**src/rtl/sstf_pkg.sv**
```systemverilog
package sstf_pkg;

  // Fixed field widths of the channels
  localparam int CYL_W = 16;
  localparam int SUM_W = 22;

  // Defaults for the top-level parameters
  localparam int DEF_MAX_REQUESTS  = 64;
  localparam int DEF_CYLINDER_BITS = 16;

  typedef enum logic [1:0] {
    ST_LOAD,
    ST_SCAN,
    ST_EMIT
  } sstf_state_t;

  // Commands from the controller to the datapath
  typedef struct packed {
    logic take;  // accept request items
    logic scan;  // run the nearest-request scan
    logic emit;  // retire the current slot and present its result
  } sstf_cmd_t;

  // Status from the datapath to the controller
  typedef struct packed {
    logic last_in;    // item marked last accepted this cycle
    logic scan_done;  // every pending slot read and compared
    logic out_free;   // result register can take a new item
    logic last_step;  // current slot is the final one of the batch
  } sstf_sts_t;

endpackage

```
**src/rtl/sstf_req_if.sv**
```systemverilog
interface sstf_req_if import sstf_pkg::*; ();
  logic             valid;
  logic             ready;
  logic [CYL_W-1:0] cylinder;
  logic             is_last;

  modport source (output valid, cylinder, is_last, input ready);
  modport sink   (input valid, cylinder, is_last, output ready);
endinterface

```
**src/rtl/sstf_res_if.sv**
```systemverilog
interface sstf_res_if import sstf_pkg::*; ();
  logic             valid;
  logic             ready;
  logic [CYL_W-1:0] served_cylinder;
  logic [SUM_W-1:0] running_total;
  logic             final_res;
  logic             dropped;

  modport source (output valid, served_cylinder, running_total, final_res, dropped,
                  input ready);
  modport sink   (input valid, served_cylinder, running_total, final_res, dropped,
                  output ready);
endinterface

```
**src/rtl/sstf_cfg_if.sv**
```systemverilog
interface sstf_cfg_if import sstf_pkg::*; ();
  logic             valid;
  logic             ready;
  logic [CYL_W-1:0] start_cylinder;

  modport source (output valid, start_cylinder, input ready);
  modport sink   (input valid, start_cylinder, output ready);
endinterface

```
**src/rtl/shortest_seek_first_scheduler.sv**
```systemverilog
// Channel   Dir  Handshake     Payload
// in_req    in   valid/ready   cylinder, is_last
// out_res   out  valid/ready   served_cylinder, running_total, final_res, dropped
// cfg_wr    in   valid/ready   start_cylinder
//
// Requests load at one item a cycle; the item marked last starts the schedule.
// For each served request of a batch the scan makes one read a cycle over the
// pending slots of the request table, compares the last slot read, leaves the
// scan and then settles the slot.
// Reset (rst_n, synchronous) empties the batch and clears start_cylinder.
// No requests are taken while a batch is served; a stalled result holds the
// schedule in its emit step.
module shortest_seek_first_scheduler import sstf_pkg::*; #(
  parameter int MAX_REQUESTS  = DEF_MAX_REQUESTS,
  parameter int CYLINDER_BITS = DEF_CYLINDER_BITS
) (
  input  logic       clk,
  input  logic       rst_n,
  sstf_req_if.sink   in_req,
  sstf_res_if.source out_res,
  sstf_cfg_if.sink   cfg_wr
);

  sstf_cmd_t cmd;
  sstf_sts_t sts;

  sstf_ctrl u_ctrl (
    .clk   (clk),
    .rst_n (rst_n),
    .sts   (sts),
    .cmd   (cmd)
  );

  sstf_dp #(
    .MAX_REQUESTS  (MAX_REQUESTS),
    .CYLINDER_BITS (CYLINDER_BITS)
  ) u_dp (
    .clk     (clk),
    .rst_n   (rst_n),
    .cmd     (cmd),
    .sts     (sts),
    .in_req  (in_req),
    .out_res (out_res),
    .cfg_wr  (cfg_wr)
  );

endmodule

```
**src/rtl/sstf_ram.sv**
```systemverilog
module sstf_ram #(
  parameter int WIDTH = 16,
  parameter int DEPTH = 64
) (
  input  logic                     clk,
  input  logic                     we,
  input  logic [$clog2(DEPTH)-1:0] waddr,
  input  logic [WIDTH-1:0]         wdata,
  input  logic [$clog2(DEPTH)-1:0] raddr,
  output logic [WIDTH-1:0]         rdata
);

  logic [WIDTH-1:0] mem [DEPTH];

  // One write port, one registered read port
  always_ff @(posedge clk) begin
    if (we) begin
      mem[waddr] <= wdata;
    end
    rdata <= mem[raddr];
  end

endmodule

```
**src/rtl/sstf_ctrl.sv**
```systemverilog
module sstf_ctrl import sstf_pkg::*; (
  input  logic      clk,
  input  logic      rst_n,
  input  sstf_sts_t sts,
  output sstf_cmd_t cmd
);

  sstf_state_t state_r, state_nxt;

  // Hold the state
  always_ff @(posedge clk) begin
    if (!rst_n) begin
      state_r <= ST_LOAD;
    end else begin
      state_r <= state_nxt;
    end
  end

  // Next state
  always_comb begin
    state_nxt = state_r;
    unique case (state_r)
      ST_LOAD: begin
        if (sts.last_in) begin
          state_nxt = ST_SCAN;
        end
      end
      ST_SCAN: begin
        if (sts.scan_done) begin
          state_nxt = ST_EMIT;
        end
      end
      ST_EMIT: begin
        if (sts.out_free) begin
          state_nxt = sts.last_step ? ST_LOAD : ST_SCAN;
        end
      end
      default: state_nxt = ST_LOAD;
    endcase
  end

  // Commands
  always_comb begin
    cmd = '0;
    unique case (state_r)
      ST_LOAD: cmd.take = 1'b1;
      ST_SCAN: cmd.scan = 1'b1;
      ST_EMIT: cmd.emit = sts.out_free;
      default: cmd = '0;
    endcase
  end

  // Last result of a batch returns to loading
  a_back_to_load: assert property (@(posedge clk) disable iff (!rst_n)
    (state_r == ST_EMIT && cmd.emit && sts.last_step) |=> (state_r == ST_LOAD))
    else $error("controller did not return to loading after the last result");

endmodule

```
**src/rtl/sstf_dp.sv**
```systemverilog
module sstf_dp import sstf_pkg::*; #(
  parameter int MAX_REQUESTS  = DEF_MAX_REQUESTS,
  parameter int CYLINDER_BITS = DEF_CYLINDER_BITS
) (
  input  logic        clk,
  input  logic        rst_n,
  input  sstf_cmd_t   cmd,
  output sstf_sts_t   sts,
  sstf_req_if.sink    in_req,
  sstf_res_if.source  out_res,
  sstf_cfg_if.sink    cfg_wr
);

  localparam int CW = (CYLINDER_BITS < CYL_W) ? CYLINDER_BITS : CYL_W;
  localparam int IW = $clog2(MAX_REQUESTS);
  localparam int NW = $clog2(MAX_REQUESTS + 1);
  localparam logic [NW-1:0] N_MAX = NW'(MAX_REQUESTS);

  // Control state
  logic [CYL_W-1:0] start_r;
  logic [NW-1:0]    count_r, count_nxt;
  logic             ovf_r, ovf_nxt;
  logic [IW-1:0]    i_r, i_nxt;
  logic [NW-1:0]    j_r, j_nxt;
  logic             pend_r, pend_nxt;
  logic [IW-1:0]    pend_addr_r, pend_addr_nxt;
  logic             out_valid_r, out_valid_nxt;
  logic [CW-1:0]    head_r, head_nxt;
  logic [SUM_W-1:0] sum_r, sum_nxt;

  // Payload
  logic [CW-1:0]    cur_r, cur_nxt;
  logic [CW-1:0]    best_r, best_nxt;
  logic [CYL_W-1:0] out_cyl_r, out_cyl_nxt;
  logic [SUM_W-1:0] out_total_r, out_total_nxt;
  logic             out_final_r, out_final_nxt;
  logic             out_drop_r, out_drop_nxt;

  // Memory port
  logic          mem_we;
  logic [IW-1:0] mem_waddr;
  logic [CW-1:0] mem_wdata;
  logic [IW-1:0] mem_raddr;
  logic [CW-1:0] mem_rdata;

  logic             in_fire;
  logic [CW-1:0]    rd_dist;
  logic [SUM_W:0]   sum_wide;
  logic [SUM_W-1:0] sum_sat;
  logic             last_step;

  sstf_ram #(
    .WIDTH (CW),
    .DEPTH (MAX_REQUESTS)
  ) u_table (
    .clk   (clk),
    .we    (mem_we),
    .waddr (mem_waddr),
    .wdata (mem_wdata),
    .raddr (mem_raddr),
    .rdata (mem_rdata)
  );

  // Handshakes
  assign in_req.ready = cmd.take;
  assign cfg_wr.ready = 1'b1;
  assign in_fire      = in_req.valid && cmd.take;

  // Distance of the slot just read from the head
  assign rd_dist = (mem_rdata >= head_r) ? (mem_rdata - head_r) : (head_r - mem_rdata);

  // Saturating travel sum for the current slot
  assign sum_wide  = {1'b0, sum_r} + (SUM_W + 1)'(best_r);
  assign sum_sat   = sum_wide[SUM_W] ? {SUM_W{1'b1}} : sum_wide[SUM_W-1:0];
  assign last_step = ((NW'(i_r) + NW'(1)) == count_r);
  assign mem_raddr = j_r[IW-1:0];

  always_comb begin
    sts.last_in   = in_fire && in_req.is_last;
    sts.scan_done = !pend_r && (j_r == count_r);
    sts.out_free  = !out_valid_r || out_res.ready;
    sts.last_step = last_step;
  end

  always_comb begin
    count_nxt     = count_r;
    ovf_nxt       = ovf_r;
    i_nxt         = i_r;
    j_nxt         = j_r;
    pend_nxt      = 1'b0;
    pend_addr_nxt = pend_addr_r;
    head_nxt      = head_r;
    sum_nxt       = sum_r;
    cur_nxt       = cur_r;
    best_nxt      = best_r;
    out_cyl_nxt   = out_cyl_r;
    out_total_nxt = out_total_r;
    out_final_nxt = out_final_r;
    out_drop_nxt  = out_drop_r;
    out_valid_nxt = out_valid_r && !out_res.ready;
    mem_we        = 1'b0;
    mem_waddr     = count_r[IW-1:0];
    mem_wdata     = in_req.cylinder[CW-1:0];

    // Load: store the request, or drop it when the table is full; the last item sets the head to the start cylinder
    if (in_fire) begin
      if (count_r < N_MAX) begin
        mem_we    = 1'b1;
        count_nxt = count_r + NW'(1);
      end else begin
        ovf_nxt = 1'b1;
      end
      if (in_req.is_last) begin
        head_nxt = start_r[CW-1:0];
        sum_nxt  = '0;
        i_nxt    = '0;
        j_nxt    = '0;
      end
    end

    // Scan: issue one read a cycle and compare each slot once its registered read data returns
    if (cmd.scan) begin
      if (j_r < count_r) begin
        pend_nxt      = 1'b1;
        pend_addr_nxt = j_r[IW-1:0];
        j_nxt         = j_r + NW'(1);
      end
      if (pend_r) begin
        if (pend_addr_r == i_r) begin
          cur_nxt  = mem_rdata;
          best_nxt = rd_dist;
        end else if (rd_dist < best_r) begin
          mem_we    = 1'b1;
          mem_waddr = pend_addr_r;
          mem_wdata = cur_r;
          cur_nxt   = mem_rdata;
          best_nxt  = rd_dist;
        end
      end
    end

    // Emit: settle slot i, move the head and present the result
    if (cmd.emit) begin
      mem_we        = 1'b1;
      mem_waddr     = i_r;
      mem_wdata     = cur_r;
      head_nxt      = cur_r;
      sum_nxt       = sum_sat;
      out_cyl_nxt   = CYL_W'(cur_r);
      out_total_nxt = sum_sat;
      out_final_nxt = last_step;
      out_drop_nxt  = ovf_r;
      out_valid_nxt = 1'b1;
      i_nxt         = i_r + IW'(1);
      j_nxt         = NW'(i_r) + NW'(1);
      if (last_step) begin
        count_nxt = '0;
        ovf_nxt   = 1'b0;
        sum_nxt   = '0;
        i_nxt     = '0;
      end
    end
  end

  // Control registers
  always_ff @(posedge clk) begin
    if (!rst_n) begin
      start_r     <= '0;
      count_r     <= '0;
      ovf_r       <= 1'b0;
      i_r         <= '0;
      j_r         <= '0;
      pend_r      <= 1'b0;
      pend_addr_r <= '0;
      out_valid_r <= 1'b0;
      head_r      <= '0;
      sum_r       <= '0;
    end else begin
      if (cfg_wr.valid) begin
        start_r <= cfg_wr.start_cylinder;
      end
      count_r     <= count_nxt;
      ovf_r       <= ovf_nxt;
      i_r         <= i_nxt;
      j_r         <= j_nxt;
      pend_r      <= pend_nxt;
      pend_addr_r <= pend_addr_nxt;
      out_valid_r <= out_valid_nxt;
      head_r      <= head_nxt;
      sum_r       <= sum_nxt;
    end
  end

  // Payload registers
  always_ff @(posedge clk) begin
    cur_r       <= cur_nxt;
    best_r      <= best_nxt;
    out_cyl_r   <= out_cyl_nxt;
    out_total_r <= out_total_nxt;
    out_final_r <= out_final_nxt;
    out_drop_r  <= out_drop_nxt;
  end

  assign out_res.valid           = out_valid_r;
  assign out_res.served_cylinder = out_cyl_r;
  assign out_res.running_total   = out_total_r;
  assign out_res.final_res       = out_final_r;
  assign out_res.dropped         = out_drop_r;

  // A read in flight lies within the pending part of the table
  a_pend_range: assert property (@(posedge clk) disable iff (!rst_n)
    pend_r |-> ((NW'(pend_addr_r) >= NW'(i_r)) && (NW'(pend_addr_r) < count_r)))
    else $error("scan read outside the pending slots");

  // A swap during the scan never overwrites the slot being settled
  a_swap_slot: assert property (@(posedge clk) disable iff (!rst_n)
    (cmd.scan && mem_we) |-> (mem_waddr != i_r))
    else $error("scan swap hit the current slot");

  // Emit only into a free result register
  a_emit_free: assert property (@(posedge clk) disable iff (!rst_n)
    cmd.emit |-> (!out_valid_r || out_res.ready))
    else $error("result overwritten before it was taken");

  // Fill count never passes the table depth
  a_count_max: assert property (@(posedge clk) disable iff (!rst_n)
    count_r <= N_MAX)
    else $error("request count beyond table depth");

endmodule

```
**src/flat_wrapper.sv**
```systemverilog
// flat-port wrapper written by rule: the top's interface ports become plain ports
module shortest_seek_first_scheduler_flat import sstf_pkg::*;
#(
  parameter int MAX_REQUESTS  = DEF_MAX_REQUESTS,
  parameter int CYLINDER_BITS = DEF_CYLINDER_BITS
)
  (clk, rst_n, in_req_valid, in_req_cylinder, in_req_is_last, in_req_ready, out_res_valid, out_res_served_cylinder, out_res_running_total, out_res_final_res, out_res_dropped, out_res_ready, cfg_wr_valid, cfg_wr_start_cylinder, cfg_wr_ready);
  sstf_req_if in_req_i ();
  sstf_res_if out_res_i ();
  sstf_cfg_if cfg_wr_i ();
  input  logic clk;
  input  logic rst_n;
  input wire logic [$bits(in_req_i.valid)-1:0] in_req_valid;
  input wire logic [$bits(in_req_i.cylinder)-1:0] in_req_cylinder;
  input wire logic [$bits(in_req_i.is_last)-1:0] in_req_is_last;
  output wire logic [$bits(in_req_i.ready)-1:0] in_req_ready;
  output wire logic [$bits(out_res_i.valid)-1:0] out_res_valid;
  output wire logic [$bits(out_res_i.served_cylinder)-1:0] out_res_served_cylinder;
  output wire logic [$bits(out_res_i.running_total)-1:0] out_res_running_total;
  output wire logic [$bits(out_res_i.final_res)-1:0] out_res_final_res;
  output wire logic [$bits(out_res_i.dropped)-1:0] out_res_dropped;
  input wire logic [$bits(out_res_i.ready)-1:0] out_res_ready;
  input wire logic [$bits(cfg_wr_i.valid)-1:0] cfg_wr_valid;
  input wire logic [$bits(cfg_wr_i.start_cylinder)-1:0] cfg_wr_start_cylinder;
  output wire logic [$bits(cfg_wr_i.ready)-1:0] cfg_wr_ready;
  assign in_req_i.valid = in_req_valid;
  assign in_req_i.cylinder = in_req_cylinder;
  assign in_req_i.is_last = in_req_is_last;
  assign in_req_ready = in_req_i.ready;
  assign out_res_valid = out_res_i.valid;
  assign out_res_served_cylinder = out_res_i.served_cylinder;
  assign out_res_running_total = out_res_i.running_total;
  assign out_res_final_res = out_res_i.final_res;
  assign out_res_dropped = out_res_i.dropped;
  assign out_res_i.ready = out_res_ready;
  assign cfg_wr_i.valid = cfg_wr_valid;
  assign cfg_wr_i.start_cylinder = cfg_wr_start_cylinder;
  assign cfg_wr_ready = cfg_wr_i.ready;
  shortest_seek_first_scheduler #(.MAX_REQUESTS(MAX_REQUESTS), .CYLINDER_BITS(CYLINDER_BITS)) u_core (.clk(clk), .rst_n(rst_n), .in_req(in_req_i), .out_res(out_res_i), .cfg_wr(cfg_wr_i));
endmodule
```
**config.mk**
```make
export PLATFORM = sky130hd
export DESIGN_NAME = shortest_seek_first_scheduler_flat
export DESIGN_NICKNAME = d
export VERILOG_FILES = /design/src/rtl/sstf_pkg.sv /design/src/rtl/sstf_req_if.sv /design/src/rtl/sstf_res_if.sv /design/src/rtl/sstf_cfg_if.sv /design/src/rtl/shortest_seek_first_scheduler.sv /design/src/rtl/sstf_ram.sv /design/src/rtl/sstf_ctrl.sv /design/src/rtl/sstf_dp.sv /design/src/flat_wrapper.sv
export SDC_FILE = /design/constraint.sdc
export NUM_CORES = 2
export LEC_CHECK = 0
export BUFFER_PORTS_ARGS = -buffer_cell sky130_fd_sc_hd__buf_2
export CAP_MARGIN = 40
export CELL_PAD_IN_SITES_DETAIL_PLACEMENT = 1
export CELL_PAD_IN_SITES_GLOBAL_PLACEMENT = 1
export CORE_ASPECT_RATIO = 0.75
export CORE_UTILIZATION = 55
export DETAILED_ROUTE_END_ITERATION = 12
export GPL_TIMING_DRIVEN = 0
export PLACE_DENSITY_LB_ADDON = 0.3
export SLEW_MARGIN = 20
export SYNTH_ARGS = -nofsm -noshare
export SYNTH_HDL_FRONTEND = slang
export SYNTH_SLANG_ARGS = --single-unit
```
**constraint.sdc**
```tcl
create_clock -name clk -period 8.51 [get_ports clk]
set_input_delay 0.4255 -clock clk [delete_from_list [all_inputs] [get_ports clk]]
set_output_delay 0.4255 -clock clk [all_outputs]
set_load 0.05 [all_outputs]
```
==> impl_metrics.json <==
{
  "outcome": "complete, no violations",
  "drv_slew": 0,
  "min_from": "out_res_ready",
  "syn_inst": 2647,
  "synth_edf_count": 1096,
  "synth.avg_cell_area_um2": 18.70,
  "core_area_um2": 88440,
  "required_ns": 8.93,
  "comb_power_share_pct": 31.3,
  "r2r-end": "u_core.u_dp.u_table.mem[16][6]",
  "drtAntennaViolNets": 0,
  "synth_warnings": 0,
  "period_needed_ns": 8.261,
  "synth_async_sr_flop_share_pct": 0,
  "finalHoldViolations": 0,
  "die_area_um2": 91240,
  "grt_usage_pct": 32.70,
  "arrival_ns": 8.69,
  "period_share_pct": 97.08,
  "switchingPower_w": 0.005979,
  "crit_buf_inv": 5,
  "initial_core_util_pct": 55.98,
  "synth_area_leaders": "edfxtp_1 66%, mux4_2 15%, dfxtp_1 4.1%",
  "cts.sinks": 1197,
  "insertion_delay_ns": 0.72,
  "synthFlopType": "edfxtp_1",
  "synth_nets": 2760,
  "ys_seq_elements": 1197,
  "grt_pass1_vias": 29330,
  "slowest_delay_ns": 0.61,
  "path_cells": "inv_1 -> ha_1 -> inv_1 -> fa_1 -> a211oi_2 -> o211a_1 -> o21ai_1 -> o21ai_2 -> nand3_1 -> a32oi_1 -> o21ai_0 -> xor2_1 -> ha_1 -> nand2_1 -> o21ai_1 -> o2111ai_1 -> o211a_2 -> nor3_2 -> o31ai_4 -> o211ai_1 -> buf_4 -> nor4_4 -> buf_2 -> buf_2",
  "p_per_area_nw_per_um2": 310.5,
  "dp.cells": 4079,
  "peakVddDrop_mv": 0.2830,
  "seqPwrFrac_pct": 39.8,
  "ys_seq_area_share_pct": 70.56,
  "rrSetupSlack_ns": 0.25,
  "path_delay_family": "compound AO/OA/AOI/OAI gates",
  "clkTransAtPathRegs_ns": 0.07,
  "p_int_w": 0.01185,
  "worstMarginPinSlew_ns": 0.9523,
  "clock-root-buffer": "clkbuf_16",
  "boundaryPins": 81,
  "finClkSkew_ns": 0.05425,
  "end_kind": "flip-flop",
  "reg2reg_from": "u_core.u_dp.u_table.rdata[0]",
  "post-synth-top-count-cell": "edfxtp_1",
  "fmax_ghz": 0.1210,
  "cellLeakagePower_nw": 18.95,
  "die_y_um": 261.8,
  "finalHoldWorstSlack_ns": 0.1260,
  "rsz0062_at_grt": "false",
  "vias": 28970,
  "diodes": 0,
  "avgViaCountPerCell": 6.685,
  "grt_pass1_wl_um": 210300,
  "layout-drive-gt1-share_pct": 29.88,
  "hold_depth": 3,
  "fp-row-count": 94,
  "die_w_um": 348.4,
  "rr_worst_depth": 24,
  "ys_types": 89,
  "first_pass_iters": 5,
  "drc": 0,
  "crit_cells": 24,
  "nets": 3150,
  "gp_congestion": 0.9457,
  "port_buffers": 77,
  "stdcell_count": 4333,
  "hold_class": "in2reg",
  "syn2layout_area_growth_pct": 15.99,
  "critical_path_class": "reg2reg",
  "avgRoutedWirePerCell_um": 34.28,
  "cts_tree": "yes",
  "cp-start-kind": "flip-flop",
  "cts_max_level": 3,
  "numCtsBuffers": 112,
  "synthTopCellsByCount": "1,096 x edfxtp_1, 336 x mux4_2, 116 x nor2_1",
  "dpl_worst_slack_ns": -0.1830,
  "grt_max_degree": 65,
  "fin_setup_tns_ns": 0,
  "drt_wl_total_um": 148500,
  "hold_path_end": "u_core.u_dp.out_res.valid",
  "fin_ws_ns": 0.2485,
  "cp_max_fo": 10,
  "max_cap_viol_count": 0,
  "dp_hpwl_um": 101800,
  "p_sw_share_pct": 33.53,
  "grt-ovfl-total": 0,
  "finish.utilization_pct": 64.93,
  "dr.first_iter.drc_count": 4058,
  "setup_viol": 0,
  "synth_top_area_share_pct": 66.47,
  "antenna_found_initial": 6,
  "p_clk_share_pct": 29.0,
  "slew_headroom_pct": 36.51,
  "clk_path_buf_depth": 3,
  "synth_area_um2": 49510,
  "slowest_stage": "o31ai_4",
  "synth_area_leader_cell": "edfxtp_1"
}
## power by group through the flow
stage	clock, W	sequential [W]	combinational [W]
2_1_floorplan	0	0.00725	0.00320
3_3_place_gp	0	0.00722	0.00496
3_5_place_dp	0	0.00721	0.00533
4_1_cts	0.00519	0.00709	0.00540
5_1_grt	0.00536	0.00710	0.00583
6_report	0.00516	0.00709	0.00558
## worst min-delay path, delay by kind of cell
kind | cells | cell delay [ns]
AND/OR/NAND/NOR | 1 | 0.19
buffers and inverters | 1 | 0.07
AO/OA/AOI/OAI | 1 | 0.09
## worst max path at each step
| stage | from | endpoint | slack (ns) |
|---|---|---|---|
| floorplan | u_core.u_dp.u_table.rdata[0] | u_core.u_dp.u_table.mem[28][0] | 2.12 |
| global placement | u_core.u_dp.u_table.rdata[0] | u_core.u_dp.u_table.mem[54][9] | -2.27 |
| detailed placement | u_core.u_dp.u_table.rdata[0] | u_core.u_dp.u_table.mem[30][6] | -0.18 |
| CTS | u_core.u_dp.u_table.rdata[0] | u_core.u_dp.u_table.mem[18][3] | 0.06 |
| global route | u_core.u_dp.u_table.rdata[0] | u_core.u_dp.u_table.mem[20][5] | 0.05 |
| finish | u_core.u_dp.u_table.rdata[0] | u_core.u_dp.u_table.mem[16][6] | 0.25 |
## cells in the final DEF, fill, tap and decap left out, types with 11 or more instances in the layout
cell type,instances
clkinv_1,31
a22oi_1,15
edfxtp_1,1096
nand3_1,41
nand4_1,19
o211ai_1,12
and3_1,12
buf_1,16
buf_2,190
a311oi_1,18
nor2b_1,11
nor3_2,22
a21oi_1,66
nand2_1,104
dfxtp_1,101
ha_1,72
mux4_2,336
buf_4,70
inv_1,78
o21ai_0,42
nor2_1,110
nand2b_1,18
xnor2_1,22
xor2_1,20
clkbuf_1,90
nor4_2,24
clkbuf_16,112
a21o_1,18
buf_6,44
nor3_1,23
bufinv_16,14
dlygate4sd3_1,16
mux2i_1,28
mux2_4,13
clkinv_2,14
## layout make-up
class                      count  area, um2
sequential                  1197      34930
fill                        7493      31020
multi-input combinational   1221      14090
clock buffer                 141       2962
timing repair buffer         276       2173
tap                         1200       1501
clock inverter                69      763.2
buffer                       149      704.4
inverter                      80      300.3
## cells by family (layout without fill, tap and decap cells)
group / Yosys count / in the layout / share of synthesized area [%]
flops: 1197 / 1197 / 70.56
simple gates: 437 / 437 / 4.377
mux: 387 / 387 / 16.38
compound gates: 276 / 276 / 3.834
buf+inv: 229 / 715 / 2.024
fa+ha+maj: 75 / 75 / 1.941
xor+xnor: 45 / 45 / 0.8794
other cells: 1 / 1 / 0.007574
## registers in the layout, summed over array words and instances, names as in the netlist
signal / count
u_core.u_dp.u_table.mem: 1024
u_core.u_dp.out_res.running_total: 22
u_core.u_dp.sum_r: 22
u_core.u_dp.best_r: 16
u_core.u_dp.cur_r: 16
u_core.u_dp.head_r: 16
u_core.u_dp.out_res.served_cylinder: 16
u_core.u_dp.start_r: 16
u_core.u_dp.u_table.rdata: 16
u_core.u_dp.count_r: 7
u_core.u_dp.j_r: 7
u_core.u_dp.i_r: 6
u_core.u_dp.pend_addr_r: 6
u_core.u_ctrl.state_r: 2
u_core.u_dp.out_res.dropped: 1
u_core.u_dp.out_res.final_res: 1
u_core.u_dp.out_res.valid: 1
u_core.u_dp.ovf_r: 1
u_core.u_dp.pend_r: 1
## metrics by stage
| step | total power [W] | instance area, um2 |
|---|---|---|
| after floorplan | 0.01045 | 49510 |
| after detailed placement | 0.01254 | 53070 |
| after global placement | 0.01217 | 51400 |
| after CTS | 0.01768 | 57000 |
| final | 0.01783 | 57430 |
| after global routing | 0.01829 | 57430 |
## what timing repair did
action | in CTS | in global routing
endpoints found under the setup margin | 54 | 143
resized for setup | 1 | 7
pin swaps | 1 | 1
hold endpoints to repair | 16 | 0
setup buffers | 3 | 2
hold buffers | 16 | 0
## routing by layer
metal / wire length [um] / GRT usage, % / up-vias
met5: 34 / 0 / -
met4: 4979 / 11.21 / 6
met3: 16160 / 7.248 / 279
met2: 68690 / 50.15 / 1874
met1: 58680 / 47.09 / 15250
li1: - / - / 11560
Note: power is estimated with default switching activity, not from simulation.
